<file path="config.mk">
export PLATFORM = sky130hd
export DESIGN_NAME = fixed_block_free_list_allocator_top
export DESIGN_NICKNAME = d
export VERILOG_FILES = /design/src/sv/fbfl_pkg.sv /design/src/sv/fbfl_link_ram.sv /design/src/sv/fbfl_csr.sv /design/src/sv/fixed_block_free_list_allocator_top.sv
export SDC_FILE = /design/constraint.sdc
export NUM_CORES = 2
export LEC_CHECK = 0
export BUFFER_PORTS_ARGS = -buffer_cell sky130_fd_sc_hd__buf_2
export CORE_MARGIN = 10
export CORE_UTILIZATION = 30
export DETAILED_ROUTE_END_ITERATION = 8
export SYNTH_ARGS = -nofsm -noshare
export SYNTH_HDL_FRONTEND = slang
export SYNTH_SLANG_ARGS = --single-unit
</file>
<file path="constraint.sdc">
create_clock -name clock -period 15.6 [get_ports clock]
set_clock_uncertainty 0.1 [all_clocks]
set_input_delay 2.34 -clock clock [delete_from_list [all_inputs] [get_ports clock]]
set_output_delay 2.34 -clock clock [all_outputs]
set_load 0.01 [all_outputs]
</file>
<file path="src/sv/fbfl_pkg.sv">
// Shared definitions for the fixed-block free-list allocator.
// Holds port widths, request, status and register codes, and the controller state type.
// No dependencies.
package fbfl_pkg;

   localparam int DEF_MAX_BLOCKS  = 256;
   localparam int DEF_ALIGN_BYTES = 8;
   localparam int HEADER_BYTES    = 8;

   localparam int REQ_W      = 2;
   localparam int INDEX_W    = 8;
   localparam int STATUS_W   = 2;
   localparam int OFFSET_W   = 21;
   localparam int COUNT_W    = 9;
   localparam int BBYTES_W   = 13;
   localparam int NBLOCKS_W  = 9;
   localparam int CSR_DATA_W = 13;
   localparam int CSR_IDX_W  = 1;

   // The block size plus the rounding term stays below 2**14, and so does the stride.
   localparam int ROUND_W  = 14;
   localparam int STRIDE_W = 14;

   typedef enum logic [REQ_W-1:0] {
      REQ_INIT  = 2'd0,
      REQ_ALLOC = 2'd1,
      REQ_FREE  = 2'd2,
      REQ_NOP   = 2'd3
   } req_code_type;

   typedef enum logic [STATUS_W-1:0] {
      STATUS_OK    = 2'd0,
      STATUS_EMPTY = 2'd1,
      STATUS_RANGE = 2'd2
   } status_type;

   typedef enum logic [CSR_IDX_W-1:0] {
      CSR_BLOCK_BYTES = 1'd0,
      CSR_NUM_BLOCKS  = 1'd1
   } csr_index_type;

   typedef enum logic [1:0] {
      ST_IDLE,
      ST_EXEC,
      ST_INIT
   } fsm_state_type;

endpackage

</file>
<file path="src/sv/fbfl_link_ram.sv">
// Next-free link memory: one write port and one read port with registered read data.
// Depends on nothing; depth and widths come from the instantiating module.
module fbfl_link_ram #(
   parameter int DEPTH  = 256,
   parameter int ADDR_W = 8,
   parameter int DATA_W = 9
) (
   input  logic              clock,
   input  logic              wr_en,
   input  logic [ADDR_W-1:0] wr_addr,
   input  logic [DATA_W-1:0] wr_data,
   input  logic [ADDR_W-1:0] rd_addr,
   output logic [DATA_W-1:0] rd_data
);

   logic [DATA_W-1:0] link_mem_ff [0:DEPTH-1];
   logic [DATA_W-1:0] rd_data_ff;

   always_ff @(posedge clock) begin
      if (wr_en) begin
         link_mem_ff[wr_addr] <= wr_data;
      end
   end

   always_ff @(posedge clock) begin
      rd_data_ff <= link_mem_ff[rd_addr];
   end

   assign rd_data = rd_data_ff;

endmodule

</file>
<file path="src/sv/fbfl_csr.sv">
// Configuration registers: block count, and the block stride rounded up to the alignment.
// Uses fbfl_pkg; the rounding divides by a reciprocal constant, then scales over a second stage.
module fbfl_csr
   import fbfl_pkg::*;
#(
   parameter int ALIGN_BYTES = DEF_ALIGN_BYTES
) (
   input  logic                  clock,
   input  logic                  reset,
   input  logic                  csr_we,
   input  logic [CSR_IDX_W-1:0]  csr_index,
   input  logic [CSR_DATA_W-1:0] csr_wdata,
   output logic [STRIDE_W-1:0]   stride,
   output logic [NBLOCKS_W-1:0]  num_blocks
);

   localparam int ALIGN_W = $clog2(ALIGN_BYTES) + 1;
   localparam int SHIFT   = ROUND_W + ALIGN_W;
   localparam int RECIP_W = SHIFT + 1;
   localparam int PROD_W  = ROUND_W + RECIP_W;
   localparam int SCALE_W = STRIDE_W + ALIGN_W;
   localparam logic [RECIP_W-1:0] RECIP =
      RECIP_W'(((2 ** SHIFT) + ALIGN_BYTES - 1) / ALIGN_BYTES);
   localparam logic [ALIGN_W-1:0] ALIGN_K = ALIGN_W'(ALIGN_BYTES);
   localparam logic [STRIDE_W-1:0] Q_RESET =
      STRIDE_W'((8 + ALIGN_BYTES - 1) / ALIGN_BYTES);
   localparam logic [STRIDE_W-1:0] STRIDE_RESET =
      STRIDE_W'(((8 + ALIGN_BYTES - 1) / ALIGN_BYTES) * ALIGN_BYTES);
   localparam logic [NBLOCKS_W-1:0] NBLOCKS_RESET = NBLOCKS_W'(256);

   logic [STRIDE_W-1:0]  quot_ff, quot_in;
   logic [STRIDE_W-1:0]  stride_ff, stride_in;
   logic [NBLOCKS_W-1:0] num_blocks_ff, num_blocks_in;
   logic [ROUND_W-1:0]   round_up;
   logic [PROD_W-1:0]    recip_prod;
   logic [SCALE_W-1:0]   scale_prod;

   always_comb begin
      round_up   = ROUND_W'(csr_wdata[BBYTES_W-1:0]) + ROUND_W'(ALIGN_BYTES - 1);
      recip_prod = PROD_W'(round_up) * PROD_W'(RECIP);
      scale_prod = SCALE_W'(quot_ff) * SCALE_W'(ALIGN_K);

      quot_in       = quot_ff;
      num_blocks_in = num_blocks_ff;
      stride_in     = scale_prod[STRIDE_W-1:0];
      if (csr_we) begin
         case (csr_index_type'(csr_index))
            CSR_BLOCK_BYTES: begin
               quot_in = recip_prod[SHIFT +: STRIDE_W];
            end
            CSR_NUM_BLOCKS: begin
               num_blocks_in = csr_wdata[NBLOCKS_W-1:0];
            end
            default: begin
               quot_in = quot_ff;
            end
         endcase
      end
   end

   always_ff @(posedge clock) begin
      if (reset) begin
         quot_ff       <= Q_RESET;
         stride_ff     <= STRIDE_RESET;
         num_blocks_ff <= NBLOCKS_RESET;
      end else begin
         quot_ff       <= quot_in;
         stride_ff     <= stride_in;
         num_blocks_ff <= num_blocks_in;
      end
   end

   assign stride     = stride_ff;
   assign num_blocks = num_blocks_ff;

endmodule

</file>
<file path="src/sv/fixed_block_free_list_allocator_top.sv">
// Fixed-block free-list allocator: alloc, free and no-operation transactions go through an execute
// state that registers the result; the link memory read limits the rate.
// An init transaction writes one link per cycle and answers once the last of the n blocks is linked.
// A new transaction is accepted only while no result is waiting to be taken.
// Reset empties the free list, zeroes the free count and loads block size 8 and 256 blocks.
// The link memory is not cleared by reset; init writes it. Uses fbfl_pkg, fbfl_csr, fbfl_link_ram.
module fixed_block_free_list_allocator_top
   import fbfl_pkg::*;
#(
   parameter int MAX_BLOCKS  = DEF_MAX_BLOCKS,
   parameter int ALIGN_BYTES = DEF_ALIGN_BYTES
) (
   input  logic                  clock,
   input  logic                  reset,
   input  logic                  req_valid,
   output logic                  req_ready,
   input  logic [REQ_W-1:0]      req_type,
   input  logic [INDEX_W-1:0]    req_block_index,
   output logic                  rsp_valid,
   input  logic                  rsp_ready,
   output logic [STATUS_W-1:0]   rsp_status,
   output logic [INDEX_W-1:0]    rsp_alloc_index,
   output logic [OFFSET_W-1:0]   rsp_byte_offset,
   output logic [COUNT_W-1:0]    rsp_free_count,
   input  logic                  csr_we,
   input  logic [CSR_IDX_W-1:0]  csr_index,
   input  logic [CSR_DATA_W-1:0] csr_wdata
);

   localparam int LINK_W  = $clog2(MAX_BLOCKS + 1);
   localparam int ADDR_W  = $clog2(MAX_BLOCKS);
   localparam int CMP_W   = (LINK_W > NBLOCKS_W) ? LINK_W : NBLOCKS_W;
   localparam int PROD_W  = ADDR_W + STRIDE_W;
   localparam int SUM_W   = (PROD_W + 1 > OFFSET_W) ? PROD_W + 1 : OFFSET_W;
   localparam logic [LINK_W-1:0] LIST_END = LINK_W'(MAX_BLOCKS);
   localparam logic [CMP_W-1:0]  MAX_WIDE = CMP_W'(MAX_BLOCKS);

   fsm_state_type state_ff, state_in;

   req_code_type          req_ff, req_in;
   logic [INDEX_W-1:0]    index_ff, index_in;
   logic [LINK_W-1:0]     head_ff, head_in;
   logic [LINK_W-1:0]     free_ff, free_in;
   logic [ADDR_W-1:0]     init_cnt_ff, init_cnt_in;
   logic                  rsp_valid_ff, rsp_valid_in;
   status_type            status_ff, status_in;
   logic [INDEX_W-1:0]    alloc_index_ff, alloc_index_in;
   logic [OFFSET_W-1:0]   offset_ff, offset_in;
   logic [COUNT_W-1:0]    count_ff, count_in;

   logic [STRIDE_W-1:0]   stride;
   logic [NBLOCKS_W-1:0]  num_blocks;
   logic [CMP_W-1:0]      nb_wide;
   logic [CMP_W-1:0]      n_wide;
   logic [CMP_W-1:0]      head_wide;
   logic [CMP_W-1:0]      index_wide;
   logic [CMP_W-1:0]      cnt_next_wide;
   logic [CMP_W-1:0]      free_next_wide;
   logic                  init_last;
   logic                  accept;
   logic                  finish;
   logic [PROD_W-1:0]     offset_prod;
   logic [SUM_W-1:0]      offset_sum;

   logic                  mem_wr_en;
   logic [ADDR_W-1:0]     mem_wr_addr;
   logic [LINK_W-1:0]     mem_wr_data;
   logic [LINK_W-1:0]     mem_rd_data;

   fbfl_csr #(
      .ALIGN_BYTES (ALIGN_BYTES)
   ) u_csr (
      .clock      (clock),
      .reset      (reset),
      .csr_we     (csr_we),
      .csr_index  (csr_index),
      .csr_wdata  (csr_wdata),
      .stride     (stride),
      .num_blocks (num_blocks)
   );

   fbfl_link_ram #(
      .DEPTH  (MAX_BLOCKS),
      .ADDR_W (ADDR_W),
      .DATA_W (LINK_W)
   ) u_link_ram (
      .clock   (clock),
      .wr_en   (mem_wr_en),
      .wr_addr (mem_wr_addr),
      .wr_data (mem_wr_data),
      .rd_addr (head_ff[ADDR_W-1:0]),
      .rd_data (mem_rd_data)
   );

   assign req_ready = (state_ff == ST_IDLE) && (!rsp_valid_ff || rsp_ready);
   assign accept    = req_valid && req_ready;

   always_comb begin
      nb_wide       = CMP_W'(num_blocks);
      n_wide        = (nb_wide > MAX_WIDE) ? MAX_WIDE : nb_wide;
      head_wide     = CMP_W'(head_ff);
      index_wide    = CMP_W'(index_ff);
      cnt_next_wide = CMP_W'(init_cnt_ff) + CMP_W'(1);
      init_last     = (cnt_next_wide >= n_wide);
      offset_prod   = PROD_W'(head_ff[ADDR_W-1:0]) * PROD_W'(stride);
      offset_sum    = SUM_W'(offset_prod) + SUM_W'(HEADER_BYTES);
   end

   always_comb begin
      state_in = state_ff;
      case (state_ff)
         ST_IDLE: begin
            if (accept) begin
               state_in = ST_EXEC;
            end
         end
         ST_EXEC: begin
            if ((req_ff == REQ_INIT) && (n_wide != '0)) begin
               state_in = ST_INIT;
            end else begin
               state_in = ST_IDLE;
            end
         end
         ST_INIT: begin
            if (init_last) begin
               state_in = ST_IDLE;
            end
         end
         default: begin
            state_in = ST_IDLE;
         end
      endcase
   end

   always_comb begin
      req_in         = req_ff;
      index_in       = index_ff;
      head_in        = head_ff;
      free_in        = free_ff;
      init_cnt_in    = init_cnt_ff;
      status_in      = status_ff;
      alloc_index_in = alloc_index_ff;
      offset_in      = offset_ff;
      finish         = 1'b0;
      mem_wr_en      = 1'b0;
      mem_wr_addr    = init_cnt_ff;
      mem_wr_data    = head_ff;

      case (state_ff)
         ST_IDLE: begin
            if (accept) begin
               req_in   = req_code_type'(req_type);
               index_in = req_block_index;
            end
         end
         ST_EXEC: begin
            status_in      = STATUS_OK;
            alloc_index_in = '0;
            offset_in      = '0;
            case (req_ff)
               REQ_INIT: begin
                  init_cnt_in = '0;
                  if (n_wide == '0) begin
                     head_in = LIST_END;
                     free_in = '0;
                     finish  = 1'b1;
                  end
               end
               REQ_ALLOC: begin
                  finish = 1'b1;
                  if (head_ff >= LIST_END) begin
                     status_in = STATUS_EMPTY;
                  end else begin
                     alloc_index_in = head_wide[INDEX_W-1:0];
                     offset_in      = offset_sum[OFFSET_W-1:0];
                     head_in        = mem_rd_data;
                     if (free_ff != '0) begin
                        free_in = free_ff - LINK_W'(1);
                     end
                  end
               end
               REQ_FREE: begin
                  finish = 1'b1;
                  if (index_wide >= n_wide) begin
                     status_in = STATUS_RANGE;
                  end else begin
                     mem_wr_en   = 1'b1;
                     mem_wr_addr = index_wide[ADDR_W-1:0];
                     mem_wr_data = head_ff;
                     head_in     = index_wide[LINK_W-1:0];
                     if (free_ff < LIST_END) begin
                        free_in = free_ff + LINK_W'(1);
                     end
                  end
               end
               REQ_NOP: begin
                  finish = 1'b1;
               end
               default: begin
                  finish = 1'b1;
               end
            endcase
         end
         ST_INIT: begin
            mem_wr_en   = 1'b1;
            mem_wr_addr = init_cnt_ff;
            mem_wr_data = init_last ? LIST_END : cnt_next_wide[LINK_W-1:0];
            init_cnt_in = cnt_next_wide[ADDR_W-1:0];
            if (init_last) begin
               head_in = '0;
               free_in = n_wide[LINK_W-1:0];
               finish  = 1'b1;
            end
         end
         default: begin
            finish = 1'b0;
         end
      endcase

      free_next_wide = CMP_W'(free_in);
      count_in       = finish ? free_next_wide[COUNT_W-1:0] : count_ff;
      if (finish) begin
         rsp_valid_in = 1'b1;
      end else if (rsp_ready) begin
         rsp_valid_in = 1'b0;
      end else begin
         rsp_valid_in = rsp_valid_ff;
      end
   end

   always_ff @(posedge clock) begin
      if (reset) begin
         state_ff     <= ST_IDLE;
         head_ff      <= LIST_END;
         free_ff      <= '0;
         rsp_valid_ff <= 1'b0;
      end else begin
         state_ff     <= state_in;
         head_ff      <= head_in;
         free_ff      <= free_in;
         rsp_valid_ff <= rsp_valid_in;
      end
   end

   always_ff @(posedge clock) begin
      req_ff         <= req_in;
      index_ff       <= index_in;
      init_cnt_ff    <= init_cnt_in;
      status_ff      <= status_in;
      alloc_index_ff <= alloc_index_in;
      offset_ff      <= offset_in;
      count_ff       <= count_in;
   end

   assign rsp_valid       = rsp_valid_ff;
   assign rsp_status      = status_ff;
   assign rsp_alloc_index = alloc_index_ff;
   assign rsp_byte_offset = offset_ff;
   assign rsp_free_count  = count_ff;

endmodule
</file>
Word level (Yosys, flattened, before mapping)
Memory sizes are Yosys's and may differ from the RTL's. A register that Yosys moved wholly into a read port is not among the register bits.
Index checks and enable logic that the tools add are counted.
{ "totals": {"ff_bits": 113, "latch_bits": 0, "mem_bits_rw": 2304, "rom_bits": 0, "in_bits": 29, "output_inout_bits": 42, "word_cells": 101, "memories": 1} }
{ "memory_table": {"columns": ["memory", "depth", "width", "read_ports", "rd_ports_with_merged_regs", "wr", "line_no", "source"], "rows": [
  ["u_link_ram.link_mem_ff", 256, 9, 1, 1, 1, "fbfl_link_ram.sv:16", "logic [DATA_W-1:0] link_mem_ff [0:DEPTH-1];"]
]} }
{ "op_classes": {"n_addsub": 5, "n_mul": 1, "div": 0, "n_lt_le_gt_ge": 5, "n_eq_ne": 12, "shifts": 0, "n_mux": 40, "bitwise_logic": 2, "n_reduce_logical": 20} }
{ "ops": {"columns": ["op", "count"], "rows": [
  ["9-bit 2-to-1 mux", 13],
  ["9-bit one-hot mux with 3 select lines", 2],
  ["9-bit one-hot mux with 2 select lines", 2],
  ["8-bit 2-to-1 mux", 4],
  ["21-bit by 4-bit adder with 21-bit output (second input constant)", 1],
  ["8-bit by 14-bit multiplier with 21-bit output", 1],
  ["9-bit nonzero test", 2],
  ["8-bit one-hot mux with 2 select lines", 1],
  ["13-bit by 3-bit adder with 14-bit output (second input constant)", 1],
  ["2-bit AND reduction", 5],
  ["8-bit by 1-bit adder with 9-bit output (second input constant)", 1],
  ["9-bit by 1-bit adder with 9-bit output (second input constant)", 1],
  ["8-bit by 9-bit >= comparator with 1-bit output", 1],
  ["9-bit >= comparator", 1],
  ["9-bit >= comparator (second input constant)", 1],
  ["9-bit > comparator (second input constant)", 1],
  ["9-bit logical NOT", 1],
  ["9-bit less-than comparator (second input constant)", 1],
  ["1-bit 2-to-1 mux", 9],
  ["3-bit inequality test (second input constant)", 3],
  ["9-bit by 1-bit subtractor with 9-bit output (second input constant)", 1],
  ["2-bit 2-to-1 mux", 4],
  ["2-bit == test (second input constant)", 3],
  ["2-bit inequality test (second input constant)", 3],
  ["14 further kinds", 22]
]} }

Longest topological paths before layout
{ "logic_depth": {"word_depth": 8, "ltp_mapped": 27, "ltp_nobuf": 18} }

Modules after synthesis
Synthesis repeated with hierarchy kept, for this count alone.
{ "hier_totals": {"cells_unflattened": 5234, "hier_area_um2": 98786.0} }
{ "by_module_without_submodules": {"columns": ["module", "instances", "cells_per_inst", "area_each_um2", "seq_area_each_um2"], "rows": [
  ["fbfl_link_ram", 1, 4237, 89278.1, 69366.5],
  ["fixed_block_free_list_allocator_top", 1, 863, 8279.2, 2162.1],
  ["fbfl_csr", 1, 134, 1228.7, 620.6]
]} }

Least setup slack after synthesis
Ideal clock, no wire load.
{ "synth_path": {"path_kind": "reg2reg", "from": "register head_ff[2]", "to": "memory u_link_ram.link_mem_ff[0][2] (data pin)", "setup_ns": 2.188, "arrival_ns": 11.272, "required_ns": 13.312, "setup_slack_ns": 2.040, "stages_incl_launch_ff": 8, "n_path_buf": 5, "cell_sequence": "dfxtp_1 -> buf_2 -> inv_1 -> buf_4 -> buf_4 -> buf_2 -> buf_2 -> o21ai_0"} }
{ "synth_between": {"elab_chain_cells": 1} }
{ "synth_rtl": {"columns": ["element", "line_no", "source"], "rows": [
  ["from (decl)", "fixed_block_free_list_allocator_top.sv:42", "logic [LINK_W-1:0] head_ff, head_in;"],
  ["from (signal assigned)", "fixed_block_free_list_allocator_top.sv:239", "head_ff <= head_in;"],
  ["9-bit 2-to-1 mux", null, null],
  ["net mem_wr_data[2]", "fixed_block_free_list_allocator_top.sv:67", "logic [LINK_W-1:0] mem_wr_data;"],
  ["to (decl)", "fbfl_link_ram.sv:16", null]
]} }
The timed path passes the listed nets, and every way through them passes these cells.

Final worst setup path
{ "layout_path": {"from": "register init_cnt_ff[0]", "to": "memory u_link_ram.link_mem_ff[226][6] (data pin)"} }
{ "layout_between": {"elab_chain_cells": 4} }
{ "layout_rtl": {"columns": ["element", "line_no", "source"], "rows": [
  ["from (decl)", "fixed_block_free_list_allocator_top.sv:44", "logic [ADDR_W-1:0] init_cnt_ff, init_cnt_in;"],
  ["from (signal assigned)", "fixed_block_free_list_allocator_top.sv:248", "init_cnt_ff <= init_cnt_in;"],
  ["8-bit by 1-bit adder with 9-bit output (*)", "fixed_block_free_list_allocator_top.sv:103", "cnt_next_wide = CMP_W'(init_cnt_ff) + CMP_W'(1);"],
  ["net cnt_next_wide[6]", "fixed_block_free_list_allocator_top.sv:57", "logic [CMP_W-1:0] cnt_next_wide;"],
  ["9-bit >= comparator", "fixed_block_free_list_allocator_top.sv:104", "init_last = (cnt_next_wide >= n_wide);"],
  ["9-bit 2-to-1 mux (*)", "fixed_block_free_list_allocator_top.sv:207", "mem_wr_data = init_last ? LIST_END : cnt_next_wide[LINK_W-1:0];"],
  ["9-bit 2-to-1 mux (*)", null, null],
  ["net mem_wr_data[6]", "fixed_block_free_list_allocator_top.sv:67", null]
]} }
Mark *: on every way through the listed nets, which the timed path passes. The rest lies on a longest branch.

==> flow_summary.ini <==
[synth]
synth_seq_cells = 2420
synthesis.area_um2 = 98100
async_reset_ff_share_pct = 0
syn_inst = 4793
ys_types = 76
yosysSeqAreaShare_pct = 73.5
synth.avg_cell_area_um2 = 20.5
synth-edff-count = 2359
synth_ff_type = edfxtp_1
ys.warnings.count = 0

[place]
dp_hpwl_um = 151000
place_inst = 9062
port_buffers = 67
gp_congestion = 0.829
postPlaceCellArea_um2 = 104000

[cts]
clockBufferDepth = 3
root_buffer = clkbuf_16
htree_levels = 4
ctsHoldBuffers = 0
clock-sinks = 2420
clk_pin_slew_ns = 0.06
postCtsSetupBuffers = 0
cts_resized = 0
cts_tree = built
clock_latency_ns = 0.86
cts_inserted_buffers = 233

[grt]
track_usage_pct = 13.9
grt_pass1_wl_um = 361000
grt_max_degree = 257
grt_pass1_vias = 49500
grt-ovfl-total = 0
antenna_found_initial = 9

[power]
p_leak_nw = 32.7
peakVddDrop_mv = 0.103
pwr_density_cell_nw_per_um2 = 119

[timing]
fin_crit_sh_pct = 36.9
hold_viol_final = 0
drv_slew = 89
relSlewSlack_pct = -5.96
grt_setup_unrepaired = no
worst_slew_pin_slew_ns = 1.59
period_minus_slack_ns = 5.76
finalSetupViolations = 0
fmax_mhz = 174
fin_tns_setup_ns = 0

[floorplan]
coreArea_um2 = 325000
start_util_pct = 30.2
ios = 71
dieHeight_um = 592
dieArea_um2 = 350000
row_count = 209
die_x_um = 592

[setup_path]
critical_path.top_delay_family = buffers and inverters
rr_startpoint = init_cnt_ff[0]
worstRegToRegCells = 12
worstReg2RegEnd = u_link_ram.link_mem_ff[226][6]
arrival_ns = 6.11
r2r_setup_slack_ns = 9.84
crit_buf_inv = 3
crit_top_cell = buf_4
critPathLaunchType = flop
path_class = flop to flop
slowest_delay_ns = 1.09
crit_path_end_kind = flop
worst-endpoint-required_ns = 15.95
critical_path.max_fanout = 123
cp_cell_sequence = ha_1 -> nand3_1 -> nor2_1 -> xor2_1 -> ha_1 -> a21oi_1 -> o221ai_1 -> a221oi_1 -> buf_4 -> a22o_4 -> buf_4 -> buf_4
crit_slowest_cell = buf_4

[routing]
totalWireLength_um = 250000
vias = 48600
drtPass1Iterations = 6
post-route-drc-count = 0
wl_per_cell_um = 26.3
drt-vias-per-instance = 5.12
ant_nets = 0
drt-initial-drc-count = 5587

[hold_path]
worstHoldStart = u_csr.quot_ff[10]
holdPathStages = 2
hold_path.class = flop to flop
holdPathEnd = u_csr.quot_ff[10]

[cells_and_area]
final_common_cell = edfxtp_1
register_area_um2 = 72100
fillers = 30100
design_area_um2 = 112000
drive_gt1_share_pct = 25.8
area_growth_pct = 13.9
layout_common_cells = 2359 x edfxtp_1, 671 x mux4_2, 250 x nor2_1
finalNetCount = 5128
layout.cells.non_filler = 9500
multiInputGateArea_um2 = 24100

[flow_run]
maxCapViolCount = 0

[run_status]
outcome = finished, violations left
violations = slew limit
## kinds of logic after synthesis
group	count (synthesis)	synth area share (%)
AND/OR/NAND/NOR	802	3.85
multiplexers	711	16.1
XOR/XNOR	26	0.232
AO/OA/AOI/OAI	305	2.12
flip-flops	2420	73.5
buffers and inverters	401	2.19
adder cells (fa/ha/maj)	127	2.03
other	1	0.00382
## metal layers
metal	up-vias	global-route usage [%]	share of wire, %
met5	-	0.149	0.041
met4	5	4.36	3.2
met3	430	3.45	8.6
met2	2127	22.1	47
met1	26000	19.0	41
li1	20100	-	-
## registers in the layout, summed over array words and instances (netlist names)
signal and cells:
init_cnt_ff 8, u_link_ram.rd_data 9, u_link_ram.link_mem_ff 2304, head_ff 9
rsp_alloc_index 8, u_csr.num_blocks 9, rsp_valid 1, free_ff 9
u_csr.quot_ff 11, rsp_free_count 9, index_ff 8, req_ff 2
rsp_byte_offset 18, u_csr.stride 11, state_ff 2, rsp_status 2
## cells in the mapped netlist, types with 20 or more instances
library cell | number | area [µm²]
a21oi_1 | 57 | 285
a22o_1 | 21 | 184
a22oi_1 | 20 | 150
a31oi_1 | 20 | 125
and2_1 | 82 | 513
buf_1 | 22 | 82.6
buf_2 | 73 | 365
buf_4 | 37 | 278
buf_6 | 32 | 360
clkbuf_1 | 113 | 424
dfxtp_1 | 61 | 1220
edfxtp_1 | 2359 | 70800
fa_1 | 53 | 1060
ha_1 | 74 | 926
inv_1 | 107 | 402
mux4_2 | 671 | 15100
nand2_1 | 185 | 694
nand3_1 | 23 | 115
nor2_1 | 255 | 957
nor2b_1 | 23 | 144
nor3_1 | 112 | 561
nor4_1 | 24 | 150
o21ai_0 | 44 | 220
o22ai_1 | 49 | 307
or2_2 | 26 | 163
## metrics by stage
step	utilization [%]	total power, mW	setup slack, ns	hold slack (ns)
after floorplan	-	7.46	2.04	0.317
after global placement	31.9	7.56	10.03	0.342
after detailed placement	31.9	7.57	9.99	0.362
after CTS	34.4	13.4	10.01	0.373
after global routing	34.4	13.7	9.57	0.382
final	34.4	13.3	9.84	0.370
## area by class of cell
cell class | instances | area share [%]
Sequential cell | 2420 | 64.5
Multi-Input combinational cell | 1974 | 21.5
Clock buffer | 277 | 5.45
Tap cell | 4325 | 4.84
Clock inverter | 158 | 1.76
Timing Repair Buffer | 232 | 1.49
Inverter | 111 | 0.380
Antenna cell | 3 | 0.00672
## worst register-to-register path, cell delays in order, from the launching register on
cell      delay, ns
edfxtp_1       0.55
ha_1           0.25
nand3_1        0.15
nor2_1         0.16
xor2_1         0.25
ha_1           0.31
a21oi_1        0.22
o221ai_1       0.18
a221oi_1       0.34
buf_4          0.27
a22o_4         0.66
buf_4          0.68
buf_4          1.15
## how the worst max path moves through the flow
stage / cells past startpoint / to / startpoint
floorplan: 7 / u_link_ram.link_mem_ff[0][2] / head_ff[2]
global placement: 10 / u_link_ram.rd_data[8] / head_ff[0]
detailed placement: 8 / u_link_ram.rd_data[1] / head_ff[0]
CTS: 12 / u_link_ram.link_mem_ff[242][5] / init_cnt_ff[0]
global route: 12 / u_link_ram.link_mem_ff[226][6] / init_cnt_ff[0]
finish: 12 / u_link_ram.link_mem_ff[226][6] / init_cnt_ff[0]
## power by group
| group | switching, mW | internal, mW |
|---|---|---|
| Clock | 2.49 | 3.38 |
| Combinational | 0.206 | 0.0914 |
| Sequential | 0.0273 | 7.10 |
| Total | 2.73 | 10.6 |
Power figures use the tool's default switching activity.
